<file path="config.mk">
export PLATFORM = sky130hd
export DESIGN_NAME = profile_sample_reducer_core
export DESIGN_NICKNAME = d
export VERILOG_FILES = /design/src/psr_pkg.sv /design/src/psr_div.sv /design/src/profile_sample_reducer_core.sv
export SDC_FILE = /design/constraint.sdc
export NUM_CORES = 2
export LEC_CHECK = 0
export BUFFER_PORTS_ARGS = -buffer_cell sky130_fd_sc_hd__buf_2
export CAP_MARGIN = 40
export CORE_UTILIZATION = 51
export CTS_BUF_LIST = sky130_fd_sc_hd__clkbuf_16
export DETAILED_ROUTE_END_ITERATION = 6
export GPL_ROUTABILITY_DRIVEN = 0
export PLACE_DENSITY = 0.67
export SETUP_SLACK_MARGIN = 0.2
export SYNTH_ARGS = -nofsm -noshare
export SYNTH_HDL_FRONTEND = slang
export SYNTH_SLANG_ARGS = --single-unit
</file>
<file path="constraint.sdc">
create_clock -name clk -period 12.07 [get_ports clk]
set_clock_uncertainty 0.15 [all_clocks]
set_input_delay 0 -clock clk [delete_from_list [all_inputs] [get_ports clk]]
set_output_delay 0 -clock clk [all_outputs]
set_load 0.02 [all_outputs]
</file>
<file path="src/psr_pkg.sv">
package psr_pkg;

	localparam int ACC_W           = 48;
	localparam int SAMPLE_W        = 32;
	localparam int WEIGHT_W        = 16;
	localparam int STEP_W          = 31;
	localparam int INDEX_W         = 8;
	localparam int DIVISOR_W       = 9;
	localparam int MAX_SAMPLES_DEF = 256;

	localparam int APB_ADDR_W = 5;
	localparam int APB_DATA_W = 32;

	// register indexes, byte address = 4 * index
	localparam logic [2:0] REG_MODE         = 3'd0;
	localparam logic [2:0] REG_WINDOW_LOW   = 3'd1;
	localparam logic [2:0] REG_WINDOW_HIGH  = 3'd2;
	localparam logic [2:0] REG_STEP_LENGTH  = 3'd3;
	localparam logic [2:0] REG_FIRST_WEIGHT = 3'd4;
	localparam logic [2:0] REG_WEIGHT_RATIO = 3'd5;

	// reduction modes
	localparam logic [2:0] MODE_AVG   = 3'd0;
	localparam logic [2:0] MODE_RANGE = 3'd1;
	localparam logic [2:0] MODE_MAX   = 3'd2;
	localparam logic [2:0] MODE_MIN   = 3'd3;
	localparam logic [2:0] MODE_EXP   = 3'd4;
	localparam logic [2:0] MODE_SUM   = 3'd5;

	localparam logic [2:0]        MODE_RST        = MODE_MAX;
	localparam logic [STEP_W-1:0] STEP_LENGTH_RST = 31'd65536;

endpackage

</file>
<file path="src/psr_div.sv">
// Restoring divider, one quotient bit per cycle, unsigned magnitudes.
module psr_div (
	input  logic                           clk,
	input  logic                           arst_n,
	input  logic                           start,
	input  logic [psr_pkg::ACC_W-1:0]      dividend,
	input  logic [psr_pkg::DIVISOR_W-1:0]  divisor,
	output logic                           done,
	output logic [psr_pkg::ACC_W-1:0]      quotient
);

	localparam int STEPS  = psr_pkg::ACC_W;
	localparam int STEP_W = $clog2(STEPS);
	localparam int DW     = psr_pkg::DIVISOR_W;

	logic              busy_q;
	logic              done_q;
	logic [STEP_W-1:0] step_q;
	logic [DW-1:0]     rem_q;
	logic [DW-1:0]     divisor_q;
	logic [psr_pkg::ACC_W-1:0] quo_q;

	logic [DW:0] trial;
	logic [DW:0] diff;
	logic        ge;

	assign trial = {rem_q, quo_q[psr_pkg::ACC_W-1]};
	assign ge    = trial >= {1'b0, divisor_q};
	assign diff  = trial - {1'b0, divisor_q};

	always_ff @(posedge clk or negedge arst_n) begin
		if (!arst_n) begin
			busy_q <= 1'b0;
			done_q <= 1'b0;
			step_q <= '0;
		end else begin
			done_q <= 1'b0;
			if (start) begin
				busy_q <= 1'b1;
				step_q <= '0;
			end else if (busy_q) begin
				if (step_q == STEP_W'(STEPS - 1)) begin
					busy_q <= 1'b0;
					done_q <= 1'b1;
				end
				step_q <= step_q + 1'b1;
			end
		end
	end

	always_ff @(posedge clk) begin
		if (start) begin
			rem_q     <= '0;
			quo_q     <= dividend;
			divisor_q <= divisor;
		end else if (busy_q) begin
			rem_q <= ge ? diff[DW-1:0] : trial[DW-1:0];
			quo_q <= {quo_q[psr_pkg::ACC_W-2:0], ge};
		end
	end

	assign done     = done_q;
	assign quotient = quo_q;

endmodule

</file>
<file path="src/profile_sample_reducer_core.sv">
// channel  | handshake                 | payload
// in       | in_valid / in_stall       | sample[31:0] signed, last
// out      | out_valid / out_stall     | reduced[47:0] signed, extreme_index[7:0]
// config   | APB psel/penable/pready   | paddr[4:0], pwdata/prdata[31:0]
//
// A sample is accepted, then executed; exponential mode adds a weight step, the
// shared 33x17 multiplier forming the term and then the next weight.
// A last sample adds the finish and emit states, and average mode the divide state
// for the one-bit-per-cycle divider. in_stall is high whenever the sequencer is
// away from idle. The result sits in an output register, so a pending result blocks
// only the next last sample. Reset is asynchronous, active low; no clearing pass.
module profile_sample_reducer_core #(
	parameter int MAX_SAMPLES = psr_pkg::MAX_SAMPLES_DEF
) (
	input  logic                                clk,
	input  logic                                arst_n,

	input  logic                                in_valid,
	output logic                                in_stall,
	input  logic signed [psr_pkg::SAMPLE_W-1:0] sample,
	input  logic                                last,

	output logic                                out_valid,
	input  logic                                out_stall,
	output logic signed [psr_pkg::ACC_W-1:0]    reduced,
	output logic [psr_pkg::INDEX_W-1:0]         extreme_index,

	input  logic                                psel,
	input  logic                                penable,
	input  logic                                pwrite,
	input  logic [psr_pkg::APB_ADDR_W-1:0]      paddr,
	input  logic [psr_pkg::APB_DATA_W-1:0]      pwdata,
	output logic [psr_pkg::APB_DATA_W-1:0]      prdata,
	output logic                                pready
);

	localparam int CNT_W = $clog2(MAX_SAMPLES + 1);
	localparam int AW    = psr_pkg::ACC_W;
	localparam int SW    = psr_pkg::SAMPLE_W;
	localparam int WW    = psr_pkg::WEIGHT_W;

	localparam logic [2:0] ST_IDLE   = 3'd0;
	localparam logic [2:0] ST_EXEC   = 3'd1;
	localparam logic [2:0] ST_STEP2  = 3'd2;
	localparam logic [2:0] ST_FINISH = 3'd3;
	localparam logic [2:0] ST_DIV    = 3'd4;
	localparam logic [2:0] ST_EMIT   = 3'd5;

	// configuration
	logic [2:0]                 mode_q;
	logic signed [SW-1:0]       win_lo_q;
	logic signed [SW-1:0]       win_hi_q;
	logic [psr_pkg::STEP_W-1:0] step_len_q;
	logic [WW-1:0]              first_w_q;
	logic [WW-1:0]              ratio_q;

	// profile state
	logic [2:0]               state_q;
	logic [AW-1:0]            acc_q;
	logic signed [SW-1:0]     best_q;
	logic [psr_pkg::INDEX_W-1:0] best_pos_q;
	logic [CNT_W-1:0]         cnt_q;
	logic [WW-1:0]            cur_w_q;
	logic                     inside_q;
	logic                     left_q;

	logic signed [SW-1:0]     sample_q;
	logic                     last_q;
	logic [WW-1:0]            w_q;
	logic signed [AW:0]       prod_q;
	logic                     neg_q;
	logic [AW-1:0]            res_q;
	logic [psr_pkg::INDEX_W-1:0] res_ix_q;

	logic                     out_valid_q;
	logic [AW-1:0]            out_res_q;
	logic [psr_pkg::INDEX_W-1:0] out_ix_q;

	logic cfg_wr;
	assign cfg_wr = psel && penable && pwrite;
	assign pready = 1'b1;

	always_ff @(posedge clk or negedge arst_n) begin
		if (!arst_n) begin
			mode_q     <= psr_pkg::MODE_RST;
			win_lo_q   <= '0;
			win_hi_q   <= '0;
			step_len_q <= psr_pkg::STEP_LENGTH_RST;
			first_w_q  <= '0;
			ratio_q    <= '0;
		end else if (cfg_wr) begin
			case (paddr[4:2])
				psr_pkg::REG_MODE:         mode_q     <= pwdata[2:0];
				psr_pkg::REG_WINDOW_LOW:   win_lo_q   <= pwdata;
				psr_pkg::REG_WINDOW_HIGH:  win_hi_q   <= pwdata;
				psr_pkg::REG_STEP_LENGTH:  step_len_q <= pwdata[psr_pkg::STEP_W-1:0];
				psr_pkg::REG_FIRST_WEIGHT: first_w_q  <= pwdata[WW-1:0];
				psr_pkg::REG_WEIGHT_RATIO: ratio_q    <= pwdata[WW-1:0];
				default: ;
			endcase
		end
	end

	always_comb begin
		case (paddr[4:2])
			psr_pkg::REG_MODE:         prdata = 32'(mode_q);
			psr_pkg::REG_WINDOW_LOW:   prdata = win_lo_q;
			psr_pkg::REG_WINDOW_HIGH:  prdata = win_hi_q;
			psr_pkg::REG_STEP_LENGTH:  prdata = 32'(step_len_q);
			psr_pkg::REG_FIRST_WEIGHT: prdata = 32'(first_w_q);
			psr_pkg::REG_WEIGHT_RATIO: prdata = 32'(ratio_q);
			default:                   prdata = '0;
		endcase
	end

	// ---------------------------------------------------------------- datapath
	logic in_acc;
	logic out_free;
	logic counting;
	logic first_idx;
	logic in_win;
	logic [8:0] idx_ext;
	logic [WW-1:0] w_sel;

	assign in_acc    = in_valid && !in_stall;
	assign out_free  = !out_valid_q || !out_stall;
	assign counting  = cnt_q < CNT_W'(MAX_SAMPLES);
	assign first_idx = cnt_q == '0;
	assign in_win    = (sample_q >= win_lo_q) && (sample_q <= win_hi_q);
	assign idx_ext   = 9'(cnt_q);
	assign w_sel     = first_idx ? first_w_q : cur_w_q;

	// shared multiplier: sample x weight, then weight x ratio
	logic signed [SW:0]      mul_a;
	logic signed [WW:0]      mul_b;
	logic signed [SW+WW+1:0] mul_p;

	always_comb begin
		if (state_q == ST_STEP2) begin
			mul_a = (SW+1)'(w_q);
			mul_b = {1'b0, ratio_q};
		end else begin
			mul_a = {sample_q[SW-1], sample_q};
			mul_b = {1'b0, w_sel};
		end
	end
	assign mul_p = mul_a * mul_b;

	// exp term: floor((p + 32768) / 65536)
	logic signed [AW:0]  rnd;
	logic signed [AW:0]  term;
	logic [32:0]         w_rnd;
	assign rnd   = prod_q + (AW+1)'(32768);
	assign term  = rnd >>> 16;
	assign w_rnd = 33'(mul_p[31:0]) + 33'd32768;

	// shared accumulator adder
	logic [AW-1:0] addend;
	logic          acc_en;
	always_comb begin
		addend = '0;
		acc_en = 1'b0;
		if (state_q == ST_STEP2) begin
			addend = term[AW-1:0];
			acc_en = 1'b1;
		end else if (state_q == ST_EXEC && counting) begin
			case (mode_q)
				psr_pkg::MODE_AVG, psr_pkg::MODE_SUM: begin
					addend = AW'(sample_q);
					acc_en = 1'b1;
				end
				psr_pkg::MODE_RANGE: begin
					addend = AW'(step_len_q);
					acc_en = !left_q && !(inside_q && !in_win) && (inside_q || in_win);
				end
				default: ;
			endcase
		end
	end

	// average: magnitude division, sign restored after
	logic [AW-1:0] acc_mag;
	logic          div_start;
	logic          div_done;
	logic [AW-1:0] div_quo;
	assign acc_mag   = acc_q[AW-1] ? (~acc_q + 1'b1) : acc_q;
	assign div_start = state_q == ST_FINISH && mode_q == psr_pkg::MODE_AVG;

	psr_div u_div (
		.clk      (clk),
		.arst_n   (arst_n),
		.start    (div_start),
		.dividend (acc_mag),
		.divisor  (idx_ext),
		.done     (div_done),
		.quotient (div_quo)
	);

	// ---------------------------------------------------------------- sequencer
	always_ff @(posedge clk or negedge arst_n) begin
		if (!arst_n) begin
			state_q     <= ST_IDLE;
			acc_q       <= '0;
			best_q      <= '0;
			best_pos_q  <= '0;
			cnt_q       <= '0;
			cur_w_q     <= '0;
			inside_q    <= 1'b0;
			left_q      <= 1'b0;
			out_valid_q <= 1'b0;
		end else begin
			if (state_q == ST_EMIT && out_free)
				out_valid_q <= 1'b1;
			else if (!out_stall)
				out_valid_q <= 1'b0;
			if (acc_en)
				acc_q <= acc_q + addend;

			case (state_q)
				ST_IDLE: begin
					if (in_acc)
						state_q <= ST_EXEC;
				end
				ST_EXEC: begin
					if (counting) begin
						case (mode_q)
							psr_pkg::MODE_RANGE: begin
								if (!left_q) begin
									if (inside_q && !in_win)
										left_q <= 1'b1;
									else if (in_win)
										inside_q <= 1'b1;
								end
							end
							psr_pkg::MODE_MAX: begin
								if (first_idx || sample_q > best_q) begin
									best_q     <= sample_q;
									best_pos_q <= idx_ext[7:0];
								end
							end
							psr_pkg::MODE_MIN: begin
								if (first_idx || sample_q < best_q) begin
									best_q     <= sample_q;
									best_pos_q <= idx_ext[7:0];
								end
							end
							default: ;
						endcase
						cnt_q <= cnt_q + 1'b1;
					end
					if (counting && mode_q == psr_pkg::MODE_EXP)
						state_q <= ST_STEP2;
					else if (last_q)
						state_q <= ST_FINISH;
					else
						state_q <= ST_IDLE;
				end
				ST_STEP2: begin
					cur_w_q <= w_rnd[31:16];
					state_q <= last_q ? ST_FINISH : ST_IDLE;
				end
				ST_FINISH: begin
					state_q <= (mode_q == psr_pkg::MODE_AVG) ? ST_DIV : ST_EMIT;
				end
				ST_DIV: begin
					if (div_done)
						state_q <= ST_EMIT;
				end
				ST_EMIT: begin
					if (out_free) begin
						acc_q       <= '0;
						best_q      <= '0;
						best_pos_q  <= '0;
						cnt_q       <= '0;
						cur_w_q     <= '0;
						inside_q    <= 1'b0;
						left_q      <= 1'b0;
						state_q     <= ST_IDLE;
					end
				end
				default: state_q <= ST_IDLE;
			endcase
		end
	end

	always_ff @(posedge clk) begin
		if (in_acc) begin
			sample_q <= sample;
			last_q   <= last;
		end
		if (state_q == ST_EXEC) begin
			w_q    <= w_sel;
			prod_q <= mul_p[AW:0];
		end
		if (state_q == ST_FINISH) begin
			neg_q <= acc_q[AW-1];
			case (mode_q)
				psr_pkg::MODE_RANGE, psr_pkg::MODE_EXP, psr_pkg::MODE_SUM: begin
					res_q    <= acc_q;
					res_ix_q <= '0;
				end
				psr_pkg::MODE_MAX, psr_pkg::MODE_MIN: begin
					res_q    <= AW'(best_q);
					res_ix_q <= best_pos_q;
				end
				default: begin
					res_q    <= '0;
					res_ix_q <= '0;
				end
			endcase
		end
		if (state_q == ST_DIV && div_done)
			res_q <= neg_q ? (~div_quo + 1'b1) : div_quo;
		if (state_q == ST_EMIT && out_free) begin
			out_res_q <= res_q;
			out_ix_q  <= res_ix_q;
		end
	end

	assign in_stall      = state_q != ST_IDLE;
	assign out_valid     = out_valid_q;
	assign reduced       = out_res_q;
	assign extreme_index = out_ix_q;

	// ---------------------------------------------------------------- checks
	a_cnt_bound: assert property (@(posedge clk) disable iff (!arst_n)
		cnt_q <= CNT_W'(MAX_SAMPLES))
		else $error("sample count beyond limit");

	a_left_implies_inside: assert property (@(posedge clk) disable iff (!arst_n)
		left_q |-> inside_q)
		else $error("window left without having been inside");

	a_div_done_in_div: assert property (@(posedge clk) disable iff (!arst_n)
		div_done |-> state_q == ST_DIV)
		else $error("divider finished outside the divide state");

	a_clear_after_emit: assert property (@(posedge clk) disable iff (!arst_n)
		(state_q == ST_EMIT && out_free) |=> (cnt_q == '0 && acc_q == '0 && out_valid_q))
		else $error("profile not cleared after result");

endmodule

</file>
==> summary.md <==
| Metric | Value |
|---|---|
| Area Overhead vs Synth | `11.20%` |
| CP max stage cell | `mux2i_1` |
| Setup crit end kind | `flop` |
| DP Cell Count | `6,113` |
| Row Count | `110` |
| Final Hold Viols | `0` |
| Critical Path RT | `approximately 12 ns` |
| Hpwl dp | `between 100 and 150 mm` |
| Reg-to-Reg Start | `cnt_q[0]$_DFFE_PN0P_` |
| Top-area cell type share of the netlist area | `20.99%` |
| Least-Margin Pin Slew | `roughly 0.93 ns` |
| Critical path's most frequent cell | `fa_1` |
| CTS tree | `done` |
| Vias/cell | `5.790` |
| CTS Buffer Depth | `3` |
| H-tree depth | `2` |
| Reg2Reg Depth | `29` |
| Finished Cell Area | `51,870 µm²` |
| Mapped Cells | `4,903` |
| # fillers | `7,774` |
| Most frequent cells in the layout | `inv_1, nand2_1, fa_1` |
| Die X | `304.4 µm` |
| Relative slew slack | `38.29%` |
| Clock slew at reported path FFs | `about 0.060 ns` |
| Mapped Area | `approximately 47,000 µm²` |
| Ys Warns | `0` |
| Die height | `304.4 µm` |
| Die area | `92,670 µm²` |
| Vias | `36,550` |
| First-pass GRT wire length | `211.1 mm` |
| Vias in the first global route | `36,522` |
| Global route overflow | `0` |
| Worst-skew pair later-pin latency | `between 0.6 and 0.7 ns` |
| Largest net degree at the start of global routing | `110` |
| Status | `completed` |
| Port bufs | `164` |
| Remaining antenna violation count | `0` |
| HP Class | `input pin to flop` |
| CTS buffer count | `54` |
| Overall routed net length | `~130 mm` |
| Mapped Nets | `5,743` |
| Post-CTS Setup Bufs | `0` |
| Crit start category | `flop` |
| Nets | `5,932` |
| Max incr delay on CP | `0.68 ns` |
| Most common cell after layout, fill and taps aside | `inv_1` |
| Drc violations | `0` |
| Hold WS | `0.01429 ns` |
| Minimum clock period | `9.867 ns` |
| Detailed Routing Iterations Pass 1 | `5` |
| RSZ-0062 raised after global routing | `false` |
| # IOs | `168` |
| DR WL/cell | `21.35 µm` |
| Post-synthesis sequential area ratio | `30.47%` |
| DP Area | `between 40,000 and 50,000 µm²` |
| Core area | `roughly 90,000 µm²` |
| Maximum fanout along the worst path | `12` |
| Ys async rst share | `between 40% and 50%` |
| Worst r2r dst | `prod_q[48]$_DFFE_PN_` |
| Non-Filler Instances | `approximately 6,300` |
| Count of pins over their slew limit | `0` |
| Iter 0 DRT Violations | `3,140` |
| Period utilization | `81.74%` |
| Dominant synthesized flop cell | `dfrtp_1` |
| Setup crit start | `cnt_q[0]$_DFFE_PN0P_` |
| Yosys top cell by area | `fa_1` |
| Worst R2R Setup Slack | `2.20 ns` |
| Setup_tns | `0 ns` |
| WP data arrival | `10.06 ns` |
| Final setup violating endpoints | `0` |
| Max-cap violations | `0` |
| Antenna violations before repair | `9` |
| Flip-flop and latch count after synthesis | `519` |
| Initial core utilization | `~52%` |
| Largest cells by area after synthesis | `fa_1, edfxtp_1, dfrtp_1, ha_1, inv_1` |
| Layout cell share with drive strength beyond 1 | `9.466%` |
| EDFF count, synth | `253` |
| Critical path capture point | `prod_q[48]$_DFFE_PN_` |
| Average cell area after synthesis | `~9.5 µm²` |
| CTS Root Cell | `clkbuf_16` |
| Global Route Usage Sum | `29.37%` |
| Synth unique cells | `84` |
| Maximum clock frequency | `between 100 and 150 MHz` |
| Clock Sinks | `519` |
| WS Path Type | `flop to flop` |
## registers in the layout, indices dropped and copies added, names as in the netlist, 3 cells and up
| register | flops |
|---|---|
| u_div.step_q | 6 |
| cnt_q | 9 |
| u_div.quotient | 48 |
| reduced | 48 |
| step_len_q | 31 |
| u_div.rem_q | 9 |
| w_q | 16 |
| sample_q | 32 |
| cur_w_q | 16 |
| ratio_q | 16 |
| win_lo_q | 32 |
| best_q | 32 |
| acc_q | 48 |
| prod_q | 34 |
| win_hi_q | 32 |
| res_ix_q | 8 |
| mode_q | 3 |
| state_q | 3 |
| extreme_index | 8 |
| res_q | 48 |
| best_pos_q | 8 |
| u_div.divisor_q | 9 |
| first_w_q | 16 |
## critical path, delay by kind of cell (launching register included)
kind | cells | cell delay, ns
adders and majority gates | 8 | 3.67
AOI/OAI and AO/OA | 6 | 2.12
and+or+nand+nor | 8 | 1.79
muxes | 1 | 0.68
buffers and inverters | 5 | 0.62
DFF | 1 | 0.45
xor gates and xnor gates | 1 | 0.11
## per-stage QoR
stage               setup slack, ns  util, %
floorplan                     3.551        -
global placement              2.122    54.03
detailed placement            2.372    54.40
CTS                           2.344    57.43
global route                  1.796    57.44
finish                        2.203    57.45
## synthesized netlist by cell type, types with 8 or more instances
library cell,instances
or4_1,8
nor3_1,35
nand4_1,51
o41ai_1,11
a221oi_1,48
o21bai_1,10
o31ai_1,29
clkbuf_1,190
xnor2_1,82
a211oi_1,45
nor4b_1,9
buf_1,30
mux2_2,74
nand2b_1,23
or2_2,15
and2_1,46
xor2_1,144
fa_1,489
o21a_1,23
edfxtp_1,253
o22ai_1,18
inv_1,689
o21ai_0,254
dfrtp_1,255
nand3_1,110
nand2_1,652
a22oi_1,48
mux2i_1,63
a21o_1,49
a22o_1,41
nor4_1,13
o211ai_1,20
ha_1,274
a21oi_1,238
a31oi_1,12
or3_1,23
o21ai_1,9
dfxtp_1,9
nor2_1,329
and3_1,42
and4_1,11
nor2b_1,29
## kinds of logic after synthesis
| family | count (synthesis) | synth area share (%) |
|---|---|---|
| AND/OR/NAND/NOR | 1430 | 13.95 |
| flip-flops | 519 | 30.47 |
| buffers and inverters | 918 | 7.425 |
| AO/OA/AOI/OAI | 909 | 12.43 |
| multiplexers | 137 | 3.138 |
| XOR/XNOR | 226 | 4.244 |
| adder cells (fa/ha/maj) | 763 | 28.34 |
| other | 1 | 0.008039 |
## worst min-delay path by stage
stage	startpoint	endpoint	depth (start not counted)
global route	sample[5]	sample_q[5]$_DFFE_PP_	2
detailed placement	arst_n	win_lo_q[16]$_DFFE_PN0P_	1
finish	pwdata[23]	win_hi_q[23]$_DFFE_PN0P_	4
CTS	pwdata[23]	win_hi_q[23]$_DFFE_PN0P_	4
global placement	arst_n	win_lo_q[16]$_DFFE_PN0P_	1
floorplan	arst_n	acc_q[0]$_DFF_PN0_	0
## what timing repair did
item                      in CTS  in global routing
resized for setup              0                  0
hold endpoints to repair     279                  0
hold buffers                  98                  0
## routing by layer
| metal | GRT usage (%) | wire length [µm] | part of all wire [%] |
|---|---|---|---|
| met5 | 0 | 85 | 0.063 |
| met2 | 48.34 | 63560 | 47 |
| met1 | 38.77 | 54980 | 41 |
| met4 | 11.16 | 5618 | 4.2 |
| met3 | 5.091 | 10520 | 7.8 |
## area by class of cell
class                           count  area [µm²]  area share [%]
Tap cell                         1176        1471           2.837
Timing Repair Buffer              360        2754           5.309
Multi-Input combinational cell   3466       29090           56.07
Inverter                          691        2596           5.005
Clock inverter                     43       369.1          0.7116
Clock buffer                       55        1376           2.653
Antenna cell                        3       7.507         0.01447
Sequential cell                   519       14210           27.40
Power is left out: the tool's default activity adds up to more than one toggle a clock period on the data nets, which glitch-free logic cannot reach.
